`config.mk`:
```
export PLATFORM = sky130hd
export DESIGN_NAME = mpc_isqrt
export DESIGN_NICKNAME = d
export VERILOG_FILES = /design/src/rtl/mpc_pkg.sv /design/src/rtl/mpc_isqrt.sv
export SDC_FILE = /design/constraint.sdc
export NUM_CORES = 1
export LEC_CHECK = 0
export CELL_PAD_IN_SITES_DETAIL_PLACEMENT = 1
export CELL_PAD_IN_SITES_GLOBAL_PLACEMENT = 1
export CORE_MARGIN = 10
export CORE_UTILIZATION = 50
export DETAILED_ROUTE_END_ITERATION = 8
export DONT_BUFFER_PORTS = 1
export PLACE_DENSITY = 0.81
export SLEW_MARGIN = 30
export SYNTH_ARGS = -nofsm -noshare
export SYNTH_HDL_FRONTEND = slang
export SYNTH_SLANG_ARGS = --single-unit
```
`constraint.sdc`:
```
create_clock -name clk -period 13 [get_ports clk]
set_clock_uncertainty 0.2 [all_clocks]
set_input_delay 0.65 -clock clk [delete_from_list [all_inputs] [get_ports clk]]
set_output_delay 0.65 -clock clk [all_outputs]
set_load 0.03 [all_outputs]
```
`src/rtl/mpc_pkg.sv`:
```
// Package for the max-points-in-unit-circle block: beat types, fixed widths
// and the arctangent table of the angle unit. No dependencies.
`default_nettype none

package mpc_pkg;

  // Widths fixed by the coordinate format of the input beat.
  localparam int COORD_W   = 24;
  localparam int DIFF_W    = COORD_W + 1;
  localparam int D2_W      = 2 * DIFF_W;
  localparam int SQ_W      = 52;
  localparam int ROOT_W    = SQ_W / 2;
  localparam int CIN_W     = ROOT_W + 1;
  localparam int OUT_CNT_W = 10;

  // Angle unit: vectors are scaled up until one component reaches bit NORM_SH.
  localparam int V_W     = 45;
  localparam int NORM_SH = 40;
  localparam int Z_W     = 34;
  localparam int STEPS   = 32;
  localparam int STEP_W  = 5;

  // Arctangent of 2^-i in units of 2^-32 turn.
  localparam logic [31:0] ATAN_TAB [STEPS] = '{
    32'h20000000, 32'h12E4051E, 32'h09FB385B, 32'h051111D4, 32'h028B0D43,
    32'h0145D7E1, 32'h00A2F61E, 32'h00517C55, 32'h0028BE53, 32'h00145F2F,
    32'h000A2F98, 32'h000517CC, 32'h00028BE6, 32'h000145F3, 32'h0000A2FA,
    32'h0000517D, 32'h000028BE, 32'h0000145F, 32'h00000A30, 32'h00000518,
    32'h0000028C, 32'h00000146, 32'h000000A3, 32'h00000051, 32'h00000029,
    32'h00000014, 32'h0000000A, 32'h00000005, 32'h00000003, 32'h00000001,
    32'h00000001, 32'h00000000
  };

  typedef struct packed {
    logic signed [COORD_W-1:0] x_coord;
    logic signed [COORD_W-1:0] y_coord;
    logic                      last_point;
  } in_beat_t;

  typedef struct packed {
    logic [OUT_CNT_W-1:0] max_covered;
    logic                 overflow;
  } out_beat_t;

  // Commands from the sequencer to the event sorter.
  typedef struct packed {
    logic clr;
    logic push;
    logic go;
  } sw_cmd_t;

endpackage

`default_nettype wire

```
`src/rtl/mpc_isqrt.sv`:
```
// Iterative floor square root, two radicand bits per cycle.
// Depends on mpc_pkg for the radicand and root widths.
`default_nettype none

module mpc_isqrt (
  input  wire logic                      clk,
  input  wire logic                      rst_n,
  input  wire logic                      start,
  input  wire logic [mpc_pkg::SQ_W-1:0]  rad,
  output logic                           done,
  output logic [mpc_pkg::ROOT_W-1:0]     root
);

  localparam int W = mpc_pkg::SQ_W;

  logic [W-1:0] rem_r, rem_nxt, acc_r, acc_nxt, bit_r, bit_nxt;
  logic         run_r, run_nxt, done_r, done_nxt;
  logic [W:0]   trial;

  // One restoring step per cycle: try the next root bit against the remainder.
  always_comb begin
    trial    = {1'b0, acc_r} + {1'b0, bit_r};
    rem_nxt  = rem_r;
    acc_nxt  = acc_r;
    bit_nxt  = bit_r;
    run_nxt  = run_r;
    done_nxt = 1'b0;
    if (start) begin
      rem_nxt = rad;
      acc_nxt = '0;
      bit_nxt = W'(1) << (W - 2);
      run_nxt = 1'b1;
    end else if (run_r) begin
      if ({1'b0, rem_r} >= trial) begin
        rem_nxt = rem_r - trial[W-1:0];
        acc_nxt = (acc_r >> 1) + bit_r;
      end else begin
        acc_nxt = acc_r >> 1;
      end
      bit_nxt = bit_r >> 2;
      if (bit_r == W'(1)) begin
        run_nxt  = 1'b0;
        done_nxt = 1'b1;
      end
    end
  end

  always_ff @(posedge clk) begin
    if (!rst_n) begin
      run_r  <= 1'b0;
      done_r <= 1'b0;
    end else begin
      run_r  <= run_nxt;
      done_r <= done_nxt;
    end
    rem_r <= rem_nxt;
    acc_r <= acc_nxt;
    bit_r <= bit_nxt;
  end

  assign done = done_r;
  assign root = acc_r[mpc_pkg::ROOT_W-1:0];

endmodule

`default_nettype wire

```
# Yosys cells after proc, flatten, opt, wreduce, memory -nomap -nowiden
# Index checks and enable logic that the tools add are counted.
# totals
regBits	132
input_bits	55
wordCells	24
# op_classes
add_sub_neg	3
order_cmp	1
n_eq_ne	1
mux	8
n_bitwise	2
n_reduce_logical	4
# op_table
cell	n
52-bit 2-to-1 mux	4
52-bit by 51-bit adder with 53-bit output	1
52-bit by 53-bit >= comparator with 1-bit output	1
51-bit by 51-bit adder with 52-bit output	1
52-bit subtractor	1
26-bit by 1-bit equality test with 1-bit output (second input constant)	1
1-bit 2-to-1 mux	4
2-bit nonzero test	2
3-bit OR reduction	1
1-bit inverter	2
2-bit AND reduction	1

# Depth between registers and ports, before layout
# depth
ltp_word	5
depth_mapped	26
depth_no_buf	23

# Least setup slack after synthesis
# No wires, ideal clock.
# synth_timing
path_kind	flip-flop to flip-flop
from	reg acc_r[0]
to	reg rem_r[0] (enable)
arrival_time_ns	8.377
setup_slack_ns	3.889
stages_incl_launch_ff	24
path_buffers	2
synth_period_minus_slack_ns	9.111
cell_sequence	dfxtp_1 ha_1 ha_1 a211o_1 a41oi_2 o21ai_2 a31o_1 a41o_1 a221o_1 a31oi_1 o211a_1 o211ai_1 xnor2_1 ha_1 clkbuf_1 nand4_1 nor4_1 a31oi_1 a21boi_1 nor3b_1 a21o_1 or2_1 buf_2 o21ai_0
# synth_via
elab_chain_cells	4
# synth_rtl
element	line	source
start: declaration	mpc_isqrt.sv:16	logic [W-1:0] rem_r, rem_nxt, acc_r, acc_nxt, bit_r, bit_nxt;
start signal: assignment	mpc_isqrt.sv:57	acc_r <= acc_nxt;
52-bit by 51-bit adder with 53-bit output	mpc_isqrt.sv:22	trial = {1'b0, acc_r} + {1'b0, bit_r};
52-bit by 53-bit >= comparator with 1-bit output	mpc_isqrt.sv:34	if ({1'b0, rem_r} >= trial) begin
2-bit nonzero test (no line)	-	
2-bit AND reduction (no line)	-	
end signal: assignment	mpc_isqrt.sv:56	rem_r <= rem_nxt;
end: declaration	mpc_isqrt.sv:16	
# Every way passes these cells.
# A chain may end at the register's enable or synchronous reset.

# Worst setup path in the final report
# layout_timing
from	reg acc_r[2]
to	reg rem_r[47] (enable)
# Same word-level chain as after synthesis.

==> reports/summary.txt <==
TritonRoute pass-1 iters - 6
Required time worst endpoint - 12.85 ns
Total of warnings raised by yosys - 0
Standard-cell rows - 57
Source of the critical timing path - acc_r[2]
CP endpoint kind - flop
Worst slew slack as a fraction of its limit - 39.5%
HPWL after detailed placement - 29,500 um
Count of different cell masters after synthesis - 81
Clock latency on the worst-skew pair - 0.44 ns
Level count of the clock H-tree - 4
Global-route wire length before repair - 63,700 um
Setup slack of the most critical reg-to-reg path - 5.98 ns
Arrival time of the worst setup path - 6.87 ns
Effective utilization at floorplan - 50.7%
Clock transition at the register clock pins on the worst setup and hold paths after CTS - 0.07 ns
DR iter-0 viols - 682
Fill cell count - 2,976
Grt met1 use - 29.1%
Measured slew at the worst slew-check pin - 0.905 ns
Area share of the largest cell type after synthesis - 13.0%
DRC Markers - 0
Crit Reg-Reg Startpoint - acc_r[2]
Final total negative setup slack - 0 ns
Met3 capacity usage during global routing - 4.37%
Final critical-path required period - 7.02 ns
Synth area leaders - sky130_fd_sc_hd__dfxtp_1 13%, sky130_fd_sc_hd__edfxtp_1 13%, sky130_fd_sc_hd__ha_1 11%
Unrepaired setup endpoints after global routing - false
Vias in the first global route - 12,038
Clock buffer count from CTS - 17
Final worst-path cycle share - 54.0%
Global routing usage on met2 - 45.3%
Antenna Violating Nets Remaining - 0
Sum of routed wire length over all layers - 39,300 um
Number of antenna repair diodes - 0
Clock tree from TritonCTS - yes
Leftover overflow at the end of global routing - 0
Height of the die - 177 um
Sequential fraction of the synthesis area - 25.7%
Post-cts gate resize count - 0
Area of combinational cells with multiple inputs - 0.00851 mm2
Pwr Density - 207 mW/mm2
DIE AREA - 0.0312 mm2
Finish-stage setup viols - 0
Setup Fix Bufs, Post-CTS - 0
Clock sinks - 132
Peak-usage layer in the global routing report - met2
Hold path startpoint - start
Flops & latches, synth - 132
# port buffers - 0
I/O pin count - 82
Deepest clock path buffer count - 2
Leakage component of the power - 4.81 nW
Post-synth design cell area - 0.0123 mm2
Largest area contributor in the synthesized netlist - sky130_fd_sc_hd__dfxtp_1
Largest net degree at the start of global routing - 173
Number of synthesized flops with an enable pin - 52
Number of antenna violations at the first check in global routing - 1
Category of the most critical setup path - flop to flop
Synthesized net count - 1,689
Kind of launch point of the worst setup path - flop
Status - finished, final reports clean
Core Area - 0.0242 mm2
Total via count after detailed routing - 11,409
CP max FO - 52
Max Freq - 142 MHz
Count of final max-slew check failures - 0
Mean instance size in the synthesized netlist - 8.05 um2
Number of hold buffers added after CTS - 0
Kind of path behind the tightest hold check - input port to flop
Final Hold Vio Count - 0
Cell count after synthesis - 1,527
Total area of sequential cells - 0.00317 mm2
Global router's overall resource usage - 25.0%
Global placement routability congestion - 0.907
Layout area overhead - 4.41%
Number of maximum-capacitance constraint violations - 0
Via density per instance - 6.38
Overall power - 0.00265 W
Proportion of register bits with asynchronous set or reset after synthesis - 0%
IR Drop Worst-Case VDD - 0.117 mV
Layout cell share with drive strength beyond 1 - 6.01%
Layout net count - 1,614
Ys flop type - sky130_fd_sc_hd__dfxtp_1
Wire length per cell after detailed routing - 22.0 um
Clock Root Buffer - sky130_fd_sc_hd__clkbuf_16
Chip Width - 177 um
[metrics by stage]
step	util, %	std cells	cell area, um2	setup WS (ns)	hold WS [ns]
final	52.9	1789	12800	5.98	0.114
after global routing	52.9	1789	12800	5.58	0.0936
after CTS	52.8	1788	12800	6.02	0.101
after detailed placement	50.5	1756	12200	6.10	0.344
after global placement	50.5	1756	12200	6.27	0.336
after floorplan	-	1527	12300	3.89	0.278
[synth_stat cells, drive strengths merged (7+ instances only)]
cell and number:
or3 10, and3 19, and2 8, nor2b 13, a21o 29, nor3 34, o31ai 18, xor2 55
buf 53, xnor2 80, nand3 29, edfxtp 52, mux2i 36, nor4 12, a311oi 13, a21oi 89
nor2 147, a21boi 8, o211ai 7, o21bai 24, nor3b 10, a31oi 59, nand2 183, a211oi 39
nand2b 8, o21ai 117, dfxtp 80, nand4 29, inv 27, ha 106, clkbuf 49
[power breakdown]
part           total [W]  internal (W)  switching [W]
clock           0.000482      0.000273       0.000209
sequential      0.000698      0.000570       0.000128
combinational    0.00147      0.000553       0.000917
total            0.00265       0.00140        0.00125
[cell type report]
class / instances / area share (%)
Timing Repair Buffer: 8 / 0.566
Sequential cell: 132 / 24.7
Inverter: 27 / 0.790
Multi-Input combinational cell: 1266 / 66.4
Clock inverter: 12 / 0.936
Tap cell: 324 / 3.16
Clock buffer: 20 / 3.49
[critical path, cell delays in order, from the launching register on]
cell	delay, ns
sky130_fd_sc_hd__dfxtp_1	0.66
sky130_fd_sc_hd__ha_1	0.37
sky130_fd_sc_hd__a211o_1	0.31
sky130_fd_sc_hd__a41oi_2	0.29
sky130_fd_sc_hd__o21ai_2	0.12
sky130_fd_sc_hd__a31o_1	0.27
sky130_fd_sc_hd__a41o_1	0.28
sky130_fd_sc_hd__a221o_1	0.37
sky130_fd_sc_hd__a31oi_1	0.29
sky130_fd_sc_hd__o211a_1	0.26
sky130_fd_sc_hd__nor2b_1	0.08
sky130_fd_sc_hd__xnor2_1	0.13
sky130_fd_sc_hd__ha_1	0.41
sky130_fd_sc_hd__nand3_1	0.14
sky130_fd_sc_hd__or3_1	0.36
sky130_fd_sc_hd__nor2_1	0.13
sky130_fd_sc_hd__a31oi_1	0.09
sky130_fd_sc_hd__a21boi_1	0.15
sky130_fd_sc_hd__nor3b_1	0.17
sky130_fd_sc_hd__a21o_1	0.18
sky130_fd_sc_hd__buf_4	0.28
sky130_fd_sc_hd__or2_1	0.32
sky130_fd_sc_hd__o21ai_4	0.12
sky130_fd_sc_hd__buf_4	0.60
[sequential cells by signal (all words and copies together) (netlist names)]
signal,flops
done,1
acc_r,52
bit_r,26
rem_r,52
run_r,1
[final timing paths]
kind	end	depth (start not counted)
worst max register to register	rem_r[47]	23
worst min-delay path	bit_r[6]	1
worst min register to register	bit_r[0]	2
worst max-delay path	rem_r[47]	23
[routing by layer]
metal  wire length (um)  share of wire [%]  vias up
li1                   -                  -     5474
met1              16700                 43     5633
met2              19800                 50      231
met3               1670                4.2       71
met4               1120                2.9        0
met5                  0                  0        -
[placed cells by master (no fill, tap or decap), types with 37 or more instances in the layout]
cell | Yosys | routed
sky130_fd_sc_hd__a21oi_1 | 89 | 89
sky130_fd_sc_hd__a31oi_1 | 58 | 58
sky130_fd_sc_hd__dfxtp_1 | 80 | 79
sky130_fd_sc_hd__nor2_1 | 146 | 146
sky130_fd_sc_hd__a211oi_1 | 37 | 37
sky130_fd_sc_hd__o21ai_0 | 112 | 111
sky130_fd_sc_hd__nand2_1 | 182 | 182
sky130_fd_sc_hd__xnor2_1 | 80 | 80
sky130_fd_sc_hd__edfxtp_1 | 52 | 52
sky130_fd_sc_hd__xor2_1 | 55 | 55
sky130_fd_sc_hd__ha_1 | 106 | 106
[kinds of logic after synthesis]
family	Yosys count	share of synthesized area [%]
buffers and inverters	129	5.12
and+or+nand+nor	516	20.1
DFF	132	25.7
AOI/OAI and AO/OA	466	25.0
xor gates and xnor gates	135	9.62
adders and majority gates	107	11.0
muxes	42	3.48
Power figures use the tool's default switching activity.
