==> src/rtl/mpc_pkg.sv <==
// Package for the max-points-in-unit-circle block: beat types, fixed widths
// and the arctangent table of the angle unit. No dependencies.
`default_nettype none

package mpc_pkg;

  // Widths fixed by the coordinate format of the input beat.
  localparam int COORD_W   = 24;
  localparam int DIFF_W    = COORD_W + 1;
  localparam int D2_W      = 2 * DIFF_W;
  localparam int SQ_W      = 52;
  localparam int ROOT_W    = SQ_W / 2;
  localparam int CIN_W     = ROOT_W + 1;
  localparam int OUT_CNT_W = 10;

  // Angle unit: vectors are scaled up until one component reaches bit NORM_SH.
  localparam int V_W     = 45;
  localparam int NORM_SH = 40;
  localparam int Z_W     = 34;
  localparam int STEPS   = 32;
  localparam int STEP_W  = 5;

  // Arctangent of 2^-i in units of 2^-32 turn.
  localparam logic [31:0] ATAN_TAB [STEPS] = '{
    32'h20000000, 32'h12E4051E, 32'h09FB385B, 32'h051111D4, 32'h028B0D43,
    32'h0145D7E1, 32'h00A2F61E, 32'h00517C55, 32'h0028BE53, 32'h00145F2F,
    32'h000A2F98, 32'h000517CC, 32'h00028BE6, 32'h000145F3, 32'h0000A2FA,
    32'h0000517D, 32'h000028BE, 32'h0000145F, 32'h00000A30, 32'h00000518,
    32'h0000028C, 32'h00000146, 32'h000000A3, 32'h00000051, 32'h00000029,
    32'h00000014, 32'h0000000A, 32'h00000005, 32'h00000003, 32'h00000001,
    32'h00000001, 32'h00000000
  };

  typedef struct packed {
    logic signed [COORD_W-1:0] x_coord;
    logic signed [COORD_W-1:0] y_coord;
    logic                      last_point;
  } in_beat_t;

  typedef struct packed {
    logic [OUT_CNT_W-1:0] max_covered;
    logic                 overflow;
  } out_beat_t;

  // Commands from the sequencer to the event sorter.
  typedef struct packed {
    logic clr;
    logic push;
    logic go;
  } sw_cmd_t;

endpackage

`default_nettype wire

==> src/rtl/mpc_cordic.sv <==
// Binary angle of a vector by a 32-step vectoring CORDIC on one shared
// add/shift datapath. Depends on mpc_pkg for widths and the arctangent table.
`default_nettype none

module mpc_cordic #(
  parameter int ANGLE_BITS = 16
) (
  input  wire logic                             clk,
  input  wire logic                             rst_n,
  input  wire logic                             start,
  input  wire logic signed [mpc_pkg::CIN_W-1:0] x_in,
  input  wire logic signed [mpc_pkg::CIN_W-1:0] y_in,
  output logic                                  done,
  output logic [ANGLE_BITS-1:0]                 angle
);

  localparam int CW = mpc_pkg::CIN_W;
  localparam int VW = mpc_pkg::V_W;
  localparam int ZW = mpc_pkg::Z_W;
  localparam logic signed [ZW-1:0] Z_CAP = ZW'(64'd1 << 30);
  localparam logic [ANGLE_BITS-1:0] HALF = ANGLE_BITS'(1) << (ANGLE_BITS - 1);
  localparam logic [31:0] RND = 32'd1 << (31 - ANGLE_BITS);

  typedef enum logic [1:0] {C_IDLE, C_NORM, C_ITER, C_FIN} cst_t;

  cst_t                         st_r, st_nxt;
  logic signed [VW-1:0]         vx_r, vx_nxt, vy_r, vy_nxt;
  logic signed [ZW-1:0]         z_r, z_nxt;
  logic [mpc_pkg::STEP_W-1:0]   step_r, step_nxt;
  logic                         xneg_r, xneg_nxt, yneg_r, yneg_nxt, zero_r, zero_nxt;
  logic                         done_r, done_nxt;
  logic [ANGLE_BITS-1:0]        ang_r, ang_nxt;
  logic [CW-1:0]                ax, ay;
  logic signed [VW-1:0]         sx, sy;
  logic signed [ZW-1:0]         tab;
  logic [30:0]                  zc;
  logic [31:0]                  rsum;
  logic [ANGLE_BITS-1:0]        r;

  always_comb begin
    st_nxt   = st_r;
    vx_nxt   = vx_r;
    vy_nxt   = vy_r;
    z_nxt    = z_r;
    step_nxt = step_r;
    xneg_nxt = xneg_r;
    yneg_nxt = yneg_r;
    zero_nxt = zero_r;
    done_nxt = 1'b0;
    ang_nxt  = ang_r;
    ax   = x_in[CW-1] ? CW'(-x_in) : CW'(x_in);
    ay   = y_in[CW-1] ? CW'(-y_in) : CW'(y_in);
    sx   = vx_r >>> step_r;
    sy   = vy_r >>> step_r;
    tab  = signed'({{(ZW-32){1'b0}}, mpc_pkg::ATAN_TAB[step_r]});
    // Clamp the accumulated angle to one quarter turn, then round half up.
    if (z_r[ZW-1]) begin
      zc = '0;
    end else if (z_r > Z_CAP) begin
      zc = Z_CAP[30:0];
    end else begin
      zc = z_r[30:0];
    end
    rsum = {1'b0, zc} + RND;
    r    = rsum[31 -: ANGLE_BITS];
    case (st_r)
      C_IDLE: begin
        if (start) begin
          vx_nxt   = signed'({{(VW-CW){1'b0}}, ax});
          vy_nxt   = signed'({{(VW-CW){1'b0}}, ay});
          xneg_nxt = x_in[CW-1];
          yneg_nxt = y_in[CW-1];
          zero_nxt = (ax == '0) && (ay == '0);
          st_nxt   = ((ax == '0) && (ay == '0)) ? C_FIN : C_NORM;
        end
      end
      // Scale up one bit a cycle until a component reaches the top range.
      C_NORM: begin
        if (vx_r[VW-1:mpc_pkg::NORM_SH] == '0 && vy_r[VW-1:mpc_pkg::NORM_SH] == '0) begin
          vx_nxt = vx_r <<< 1;
          vy_nxt = vy_r <<< 1;
        end else begin
          z_nxt    = '0;
          step_nxt = '0;
          st_nxt   = C_ITER;
        end
      end
      // One micro-rotation per cycle, driving y toward zero.
      C_ITER: begin
        if (!vy_r[VW-1] && vy_r != '0) begin
          vx_nxt = vx_r + sy;
          vy_nxt = vy_r - sx;
          z_nxt  = z_r + tab;
        end else begin
          vx_nxt = vx_r - sy;
          vy_nxt = vy_r + sx;
          z_nxt  = z_r - tab;
        end
        step_nxt = step_r + 1'b1;
        if (step_r == mpc_pkg::STEP_W'(mpc_pkg::STEPS - 1)) begin
          st_nxt = C_FIN;
        end
      end
      // Map the first-quadrant angle to the quadrant of the input vector.
      C_FIN: begin
        done_nxt = 1'b1;
        st_nxt   = C_IDLE;
        if (zero_r) begin
          ang_nxt = '0;
        end else if (!xneg_r && !yneg_r) begin
          ang_nxt = r;
        end else if (xneg_r && !yneg_r) begin
          ang_nxt = HALF - r;
        end else if (xneg_r) begin
          ang_nxt = HALF + r;
        end else begin
          ang_nxt = ANGLE_BITS'(0) - r;
        end
      end
      default: st_nxt = C_IDLE;
    endcase
  end

  always_ff @(posedge clk) begin
    if (!rst_n) begin
      st_r   <= C_IDLE;
      done_r <= 1'b0;
    end else begin
      st_r   <= st_nxt;
      done_r <= done_nxt;
    end
    vx_r   <= vx_nxt;
    vy_r   <= vy_nxt;
    z_r    <= z_nxt;
    step_r <= step_nxt;
    xneg_r <= xneg_nxt;
    yneg_r <= yneg_nxt;
    zero_r <= zero_nxt;
    ang_r  <= ang_nxt;
  end

  assign done  = done_r;
  assign angle = ang_r;

endmodule

`default_nettype wire

==> config.mk <==
export PLATFORM = sky130hd
export DESIGN_NAME = mpc_cordic
export DESIGN_NICKNAME = d
export VERILOG_FILES = /design/src/rtl/mpc_pkg.sv /design/src/rtl/mpc_cordic.sv
export SDC_FILE = /design/constraint.sdc
export NUM_CORES = 1
export LEC_CHECK = 0
export BUFFER_PORTS_ARGS = -buffer_cell sky130_fd_sc_hd__buf_2
export CAP_MARGIN = 20
export CORE_MARGIN = 8
export CORE_UTILIZATION = 55
export CTS_CLUSTER_DIAMETER = 60
export CTS_CLUSTER_SIZE = 20
export DETAILED_ROUTE_END_ITERATION = 16
export PLACE_DENSITY = 0.72
export SLEW_MARGIN = 20
export SYNTH_ARGS = -nofsm -noshare
export SYNTH_HDL_FRONTEND = slang
export SYNTH_SLANG_ARGS = --single-unit
==> constraint.sdc <==
create_clock -name clk -period 14.15 [get_ports clk]
set_clock_uncertainty 0.05 [all_clocks]
set_input_delay 3.5375 -clock clk [delete_from_list [all_inputs] [get_ports clk]]
set_output_delay 3.5375 -clock clk [all_outputs]
set_load 0.02 [all_outputs]
# Yosys cells after proc, flatten, opt, wreduce, memory -nomap -nowiden
# Memory sizes are Yosys's and may differ from the RTL's.
# Cells that the tools add are included.
# word_totals
memories	1
inputBits	57
register_bits	151
romBits	1024
# memory_table
name	depth	word_bits	rd	rd_ports_with_merged_regs	wr	line	text
(name not given)	32	32	1	0	0	mpc_cordic.sv:55	tab = signed'({{(ZW-32){1'b0}}, mpc_pkg::ATAN_TAB[step_r]});
# classes
muxes	28
bitwise	1
reduce_logical	20
n_addsub	13
n_shift	2
eq_ne	8
n_lt_le_gt_ge	2
# op_table
cell	n
$mux W45	6
$pmux W45 S3	2
$add A45 B45 Y45	2
$sshr A45 B5 Y45	2
$sub A45 B45 Y45	2
$mux W34	2
$pmux W34 S2	1
$mux W32	2
$mux W31	2
$logic_not A27 Y1	2
$mux W27	2
$neg A27 Y27	2
$mux W16	3
$reduce_bool A45 Y1	1
$add A34 B33 Y34	1
$gt A34 B32 Y1 const B	1
$sub A34 B33 Y34	1
$add A31 B16 Y32 const B	1
$add A16 B16 Y16 const A	1
$sub A1 B16 Y16 const A	1
$sub A16 B16 Y16 const A	1
$logic_not A5 Y1	2
$pmux W5 S2	1
$mux W2	4
17 further kinds	29

# Longest topological paths before layout
# Gate-level depths: netlist (run 1).
# logic_depth
depth_word	8
ltp_mapped	31
depth_no_buf	25

# Least setup slack after synthesis (run 1)
# OpenSTA, ideal clock, no wires.
# synth_path
path_kind	input port to flip-flop
startpoint	input start
endpoint	register vx_r[0], enable pin
setup_slack_ns	3.181
t_required_ns	13.417
path_buffers	0
path_stages	2
setup_time_ns	0.683
t_arrival_ns	10.236
path_cell_list	inv_1 > a221oi_1
# synth_via
elab_chain_len	2
# synth_rtl
item	line	text
start, declared	mpc_cordic.sv:10	input wire logic start,
$ne A2 B2 Y1 (no source line)	--	
$reduce_and A3 Y1 (no source line)	--	
end signal, assigned	mpc_cordic.sv:132	vx_r <= vx_nxt;
end, declared	mpc_cordic.sv:27	logic signed [VW-1:0] vx_r, vx_nxt, vy_r, vy_nxt;
# No other way between the ends.
# A chain may end at the register's enable or synchronous reset.

# Final worst setup path (run 1)
# layout_path
startpoint	register step_r[1] (netlist bit)
endpoint	register vx_r[40] (data pin)
# layout_via
elab_chain_len	4
# layout_rtl
item	line	text
start, declared	mpc_cordic.sv:29	logic [mpc_pkg::STEP_W-1:0] step_r, step_nxt;
start signal, assigned	mpc_cordic.sv:135	step_r <= step_nxt;
$sshr A45 B5 Y45 (*)	mpc_cordic.sv:54	sy = vy_r >>> step_r;
$sub A45 B45 Y45 or $add A45 B45 Y45 (tied branches)	mpc_cordic.sv:95, mpc_cordic.sv:91	
$mux W45 (*)	mpc_cordic.sv:90	if (!vy_r[VW-1] && vy_r != '0) begin
$pmux W45 S3 (*)	mpc_cordic.sv:66	case (st_r)
via vx_nxt[40]	mpc_cordic.sv:27	
# The timed path passes the listed nets; every way through them passes the cells marked *.

==> results of run 1 <==
-- metal layers --
layer  vias to the layer above  routed length [um]
li1                      11600                   -
met1                     12600               37800
met4                         4                7640
met2                      1856               45500
met3                       434               12100
met5                         -                  27
-- worst max-delay path, stage by stage (launching register included) --
cell	delay, ps
edfxtp_1	350
buf_4	680
buf_4	630
mux4_2	610
mux2i_1	540
mux4_2	410
ha_1	190
nand3_1	160
nor3_1	570
nand2_1	280
nand2_1	150
xor2_1	230
ha_1	340
and4_1	240
and3_1	210
nor2b_1	140
o311ai_0	250
o311ai_0	260
o41ai_1	620
o21a_1	330
o211a_1	270
o21ai_0	130
xnor2_1	170
o21ai_0	90
-- flip-flops by register name (all words and copies together) (netlist names) --
signal  flops
z_r        34
done        1
step_r      5
st_r        2
vy_r       45
yneg_r      1
xneg_r      1
angle      16
vx_r       45
zero_r      1
-- logic make-up (layout without fill, tap and decap cells) --
kind of cell | Yosys count | count (layout) | synth area share (%)
buf+inv | 255 | 205 | 4.27
simple gates | 1013 | 1013 | 20.0
flops | 151 | 151 | 17.8
other cells | 0 | 1 | 0
compound gates | 939 | 939 | 25.1
fa+ha+maj | 153 | 153 | 7.67
mux | 258 | 258 | 15.5
xor+xnor | 278 | 278 | 9.65
-- synth_stat cells, drive strengths merged, types with 34 or more instances --
cell / count
a31oi: 35
a21o: 86
nand3: 68
mux2: 63
edfxtp: 148
inv: 60
nor2b: 36
a221oi: 56
nor2: 284
ha: 150
mux4: 99
o21ai: 175
a21oi: 237
buf: 79
xnor2: 149
and3: 34
clkbuf: 115
mux2i: 96
o31ai: 37
xor2: 129
nand2: 262
and2: 43
nor3: 52
nand2b: 52
-- cell type report --
class | instances | area, um^2
clock inverters | 15 | 228
diodes | 1 | 2.50
clock buffers | 17 | 425
well taps | 600 | 751
inverters | 61 | 229
repair buffers | 112 | 696
multi-input cells | 2641 | 19700
flip-flops and latches | 151 | 4500
fillers | 4053 | 18800
-- stage by stage --
stage | hold slack [ps] | setup slack, ps
floorplan | 450 | 3180
global placement | 473 | 6370
detailed placement | 485 | 6190
CTS | 494 | 6240
global route | 535 | 5460
finish | 491 | 5940
-- how the worst min path moves through the flow --
| stage | from | end | slack (ps) | cells after the start |
|---|---|---|---|---|
| 2_1_floorplan | st_r[0] | st_r[0] | 450 | 2 |
| 3_3_place_gp | st_r[0] | st_r[0] | 470 | 2 |
| 3_5_place_dp | st_r[0] | st_r[0] | 480 | 2 |
| 4_1_cts | st_r[0] | st_r[0] | 490 | 2 |
| 5_1_grt | st_r[0] | st_r[0] | 540 | 2 |
| 6_report | st_r[0] | st_r[0] | 490 | 2 |
==> summary.md, run 1 <==
| Metric | Value |
|---|---|
| Status | finished, final reports clean |
| Initial antenna violation count | 2 |
| Crit. End Element | flip-flop |
| I/O pins | 74 |
| Setup bufs post-CTS | 0 |
| Slew margin rel. | 24.7% |
| Prevailing post-synth register cell | edfxtp_1 |
| Initial Utilization | 55.6% |
| Minimum clock period | 8210 ps |
| CTS resizes | 0 |
| Clk sinks | 151 |
| RSZ-0062 raised after global routing | no |
| Sequential fraction of the synthesis area | 17.8% |
| FF-to-FF End | vx_r[40] |
| GP Congestion | 1.10 |
| Via Count | 26,500 |
| Startpoint Class | flip-flop |
| Layout cells sized above 1 | 12.5% |
| Final period util | 58.0% |
| Global Route met2 Usage | 57.6% |
| GR Util met1 | 45.7% |
| Syn Nets | 3,257 |
| Reg2Reg Depth | 23 |
| Count of final setup violators | 0 |
| Worst Setup SP | step_r[1] |
| Final nets | 3,194 |
| Worst Hold Class | flip-flop to flip-flop |
| Post-synthesis register bit count | 151 |
| Worst Path Required | 14,340 ps |
| Overflow left after global routing | 0 |
| Die W | 230 um |
| Util after Layout | 58.5% |
| Post-synth EDFFs | 148 |
| Routed wire per std cell | 28.7 um |
| Vias/cell | 7.35 |
| R2r startpoint | step_r[1] |
| Synth top area cells | edfxtp_1 (18%), mux4_2 (8.7%), ha_1 (7.4%) |
| Layer with the highest usage | met2 |
| Port buffer count | 73 |
| Hold buffers post-CTS | 0 |
| WP data arrival | 8400 ps |
| Synth cell types | 102 |
| End of the critical path | vx_r[40] |
| Chip Height | 230 um |
| R2r setup slk | 5940 ps |
| Bufs on Longest Clock Path | 2 |
| Final std cell area, no fill | 0.0265 mm^2 |
| Root Driver | clkbuf_16 |
| Placed inst area | 0.0259 mm^2 |
| Drt pass-1 iters | 6 |
| Top cell type's share of synthesized area | 17.6% |
| Final wirelength | 103 mm |
| Slew @ Worst Pin | 1120 ps |
| M3 GR Usage | 10.1% |
| Setup TNS | 0 ps |
| Critical path peak fanout | 64 |
| H-tree depth | 4 |
| # Max-Cap Violations | 0 |
| GRT Total Usage | 37.5% |
| DRT iter0 DRCs | 3,717 |
| DR DRC count | 0 |
| CTS Buf Count | 17 |
| Skew-Pair Late Insertion Delay | 520 ps |
| Post-detail-place hpwl | 76.1 mm |
| Most frequent cells in the layout | nor2_1 (283), nand2_1 (261), a21oi_1 (237) |
| Reg clk slew, reported paths | 80 ps |
| Final std cells w/o fill | 3,598 |
| Detail Route Antenna Nets | 0 |
| Syn Inst Count | 3,047 |
| Synth area leader | edfxtp_1 |
| TritonCTS clock tree | done |
| # rows | 78 |
| P&R area growth vs syn | 5.15% |
| Final hold vios | 0 |
| Synth Area per Inst | 8.28 um^2 |
| Number of global-route vias before repair | 25,300 |
| Most common cell after layout, fill and taps aside | nor2_1 |
| Synthesized cell area | 0.0252 mm^2 |
| Crit Path Class | flip-flop to flip-flop |
| Largest net degree at the start of global routing | 150 |
| Synth async-reset ratio | 0% |
| Die area | 0.0530 mm^2 |
| YS warnings | 0 |
| Final slew viol count | 0 |
| Core region area | 0.0454 mm^2 |
| Peak Freq | 0.122 GHz |
| Placed insts | 3,565 |
| First-pass GRT wire length | 154 mm |
Power of run 1 is left out: the tool's default activity adds up to more than one toggle a clock period on the data nets, which glitch-free logic cannot reach.
==> run 2, diff against run 1 <==
--- a/config.mk
+++ b/config.mk
@@ -12,7 +12,7 @@
 export CTS_CLUSTER_DIAMETER = 60
 export CTS_CLUSTER_SIZE = 20
 export DETAILED_ROUTE_END_ITERATION = 16
-export PLACE_DENSITY = 0.72
+export PLACE_DENSITY = 0.75
 export SLEW_MARGIN = 20
 export SYNTH_ARGS = -nofsm -noshare
 export SYNTH_HDL_FRONTEND = slang
==> constraint.sdc (replaced) <==
create_clock -name clk -period 7.15 [get_ports clk]
set_clock_uncertainty 0.05 [all_clocks]
set_input_delay 1.7875 -clock clk [delete_from_list [all_inputs] [get_ports clk]]
set_output_delay 1.7875 -clock clk [all_outputs]
set_load 0.02 [all_outputs]
==> run 2 against run 1 <==
Clock-buffer cell count did not move. Final cell count rose by 4.1%. Register-to-register slack got worse by 5700 ps. First-iteration DRC count rose by 10%. Sequential share of layout area fell by 0.72 points. Utilization rose by 2.6 points. Wire length rose by 7.6%. Setup slack got worse by 5700 ps. Global-route usage rose by 2.6 points. Highest routed layer unchanged. Flip-flop and latch count did not move. Critical endpoint is now vx_r[32]. Critical path depth rose by 3.
==> summary.md, run 2 (same netlist as run 1, synthesis figures left out) <==
| Metric | Value |
|---|---|
| Port buffer count | 73 (unchanged) |
| Initial antenna violation count | 5 (+3) |
| Root Driver | clkbuf_16 |
| # rows | 78 (unchanged) |
| Setup TNS | 0 ps (unchanged) |
| Final wirelength | 111 mm (+7.6%) |
| Startpoint Class | flip-flop |
| Worst Path Required | 7330 ps (-7010 ps) |
| H-tree depth | 4 (unchanged) |
| Core region area | 0.0454 mm^2 (unchanged) |
| TritonCTS clock tree | done |
| Final period util | 96.8% (+39 points) |
| Routed wire per std cell | 29.6 um (+3.4%) |
| Die W | 230 um (unchanged) |
| Initial Utilization | 55.6% (unchanged) |
| Clk sinks | 151 (unchanged) |
| Skew-Pair Late Insertion Delay | 510 ps (about the same) |
| Slew margin rel. | 27.2% (+2.5 points) |
| Number of global-route vias before repair | 26,000 (+2.7%) |
| Largest regs | vx_r: 45 flops, vy_r: 45 flops, z_r: 34 flops |
| Bufs on Longest Clock Path | 2 (unchanged) |
| Vias/cell | 7.36 (about the same) |
| DR DRC count | 0 (unchanged) |
| GRT Total Usage | 40.1% (+2.6 points) |
| Crit Path Class | flip-flop to flip-flop |
| Die area | 0.0530 mm^2 (unchanged) |
| Status | finished, final reports clean |
| Most frequent cells in the layout | nor2_1 (283), nand2_1 (261), a21oi_1 (237) |
| Post-detail-place hpwl | 84.6 mm (+11%) |
| Count of final setup violators | 0 (unchanged) |
| I/O pins | 74 (unchanged) |
| Drt pass-1 iters | 6 (unchanged) |
| DR WL met2 | 47.8 mm (+5.1%) |
| First-pass GRT wire length | 163 mm (+5.9%) |
| Crit. End Element | flip-flop |
| Final hold vios | 0 (unchanged) |
| R2r setup slk | 230 ps (-5710 ps) |
| Via Count | 27,500 (+4.1%) |
| # fillers | 4,009 (-1.1%) |
| Hold buffers post-CTS | 0 (unchanged) |
| RSZ-0062 raised after global routing | no |
| Critical path peak fanout | 38 (-41%) |
| Worst Hold Class | flip-flop to flip-flop |
| Final slew viol count | 0 (unchanged) |
| GP Congestion | 1.07 (-2.7%) |
| P&R area growth vs syn | 9.80% |
| Chip Height | 230 um (unchanged) |
| Final nets | 3,340 (+4.6%) |
| Largest net degree at the start of global routing | 61 (-59%) |
| WP data arrival | 7100 ps (-1300 ps) |
| Slew @ Worst Pin | 1090 ps (-33.2 ps) |
| # Max-Cap Violations | 0 (unchanged) |
| Overflow left after global routing | 0 (unchanged) |
| CTS Buf Count | 17 (unchanged) |
| DR top layer | met5 |
| Most common cell after layout, fill and taps aside | nor2_1 |
| Detail Route Antenna Nets | 0 (unchanged) |
| Reg clk slew, reported paths | 80 ps (about the same) |
| DRT iter0 DRCs | 4,102 (+10%) |
| Length of routed met3 wiring | 14.3 mm (+18%) |
| Met1 wire length | 40.5 mm (+7.2%) |
| Layout cells sized above 1 | 16.6% (+4.1 points) |
| Minimum clock period | 6920 ps (-1290 ps) |
| Peak Freq | 0.144 GHz (+19%) |
## run 2: changes by cell type in the layout (fill, tap and decap cells not counted), moves of 3 or more
cell	before	now
buf_4	36	174
buf_12	3	11
bufinv_16	3	0
clkinv_8	3	6
inv_6	4	1
## run 2: layer usage
layer,global-route usage (%),up-vias
met5,0,-
met4,26.0,6
met3,12.4,470
met2,60.2,1992
met1,49.3,13200
li1,-,11800
## run 2: path summary, 6_finish.rpt
path	startpoint	end	cells past startpoint
worst min-delay path	st_r[0]	st_r[0]	2
worst min register to register	st_r[0]	st_r[0]	2
worst max-delay path	step_r[1]	vx_r[32]	26
worst max register to register	step_r[1]	vx_r[32]	26
## run 2: layout make-up
cell class / instances / area [um^2] / area share, %
clock inverter: 15 / 194 / 0.700
tap: 600 / 751 / 2.71
multi-input combinational: 2641 / 19700 / 71.1
timing repair buffer: 258 / 1890 / 6.83
antenna: 2 / 5.00 / 0.0181
clock buffer: 17 / 425 / 1.54
inverter: 61 / 229 / 0.826
sequential: 151 / 4500 / 16.3
## run 2: repair_timing
item / 4_1_cts / 5_1_grt
buffers inserted: 0 / 5
gates resized for setup: 0 / 4
setup endpoints to repair: 0 / 14
## run 2: through the flow
step	utilization [%]	setup WS (ps)	hold WS, ps	cells	area [um^2]
after CTS	60.9	202	494	3738	27600
final	61.1	229	492	3745	27700
after global placement	59.5	277	466	3706	27000
after floorplan	-	400	450	3047	25200
after detailed placement	59.5	305	484	3706	27000
after global routing	61.1	51.7	524	3743	27700
## run 2: critical path, stage by stage, from the launching register on
cell	delay, ps
edfxtp_1	380
buf_12	240
buf_12	280
mux4_2	580
mux2i_1	510
o22ai_1	270
nor3_1	290
nand4_1	170
nor2_1	180
nand2_1	80
or2_2	290
o31ai_1	270
xor2_1	200
ha_1	330
and4_1	250
and3_1	190
nor2b_1	140
o311ai_0	300
o311ai_0	280
o41ai_1	300
buf_4	210
o21a_1	190
buf_4	140
o21bai_1	70
xor2_1	150
a22oi_1	170
nor2_1	70
Power of run 2 is left out for the same reason.
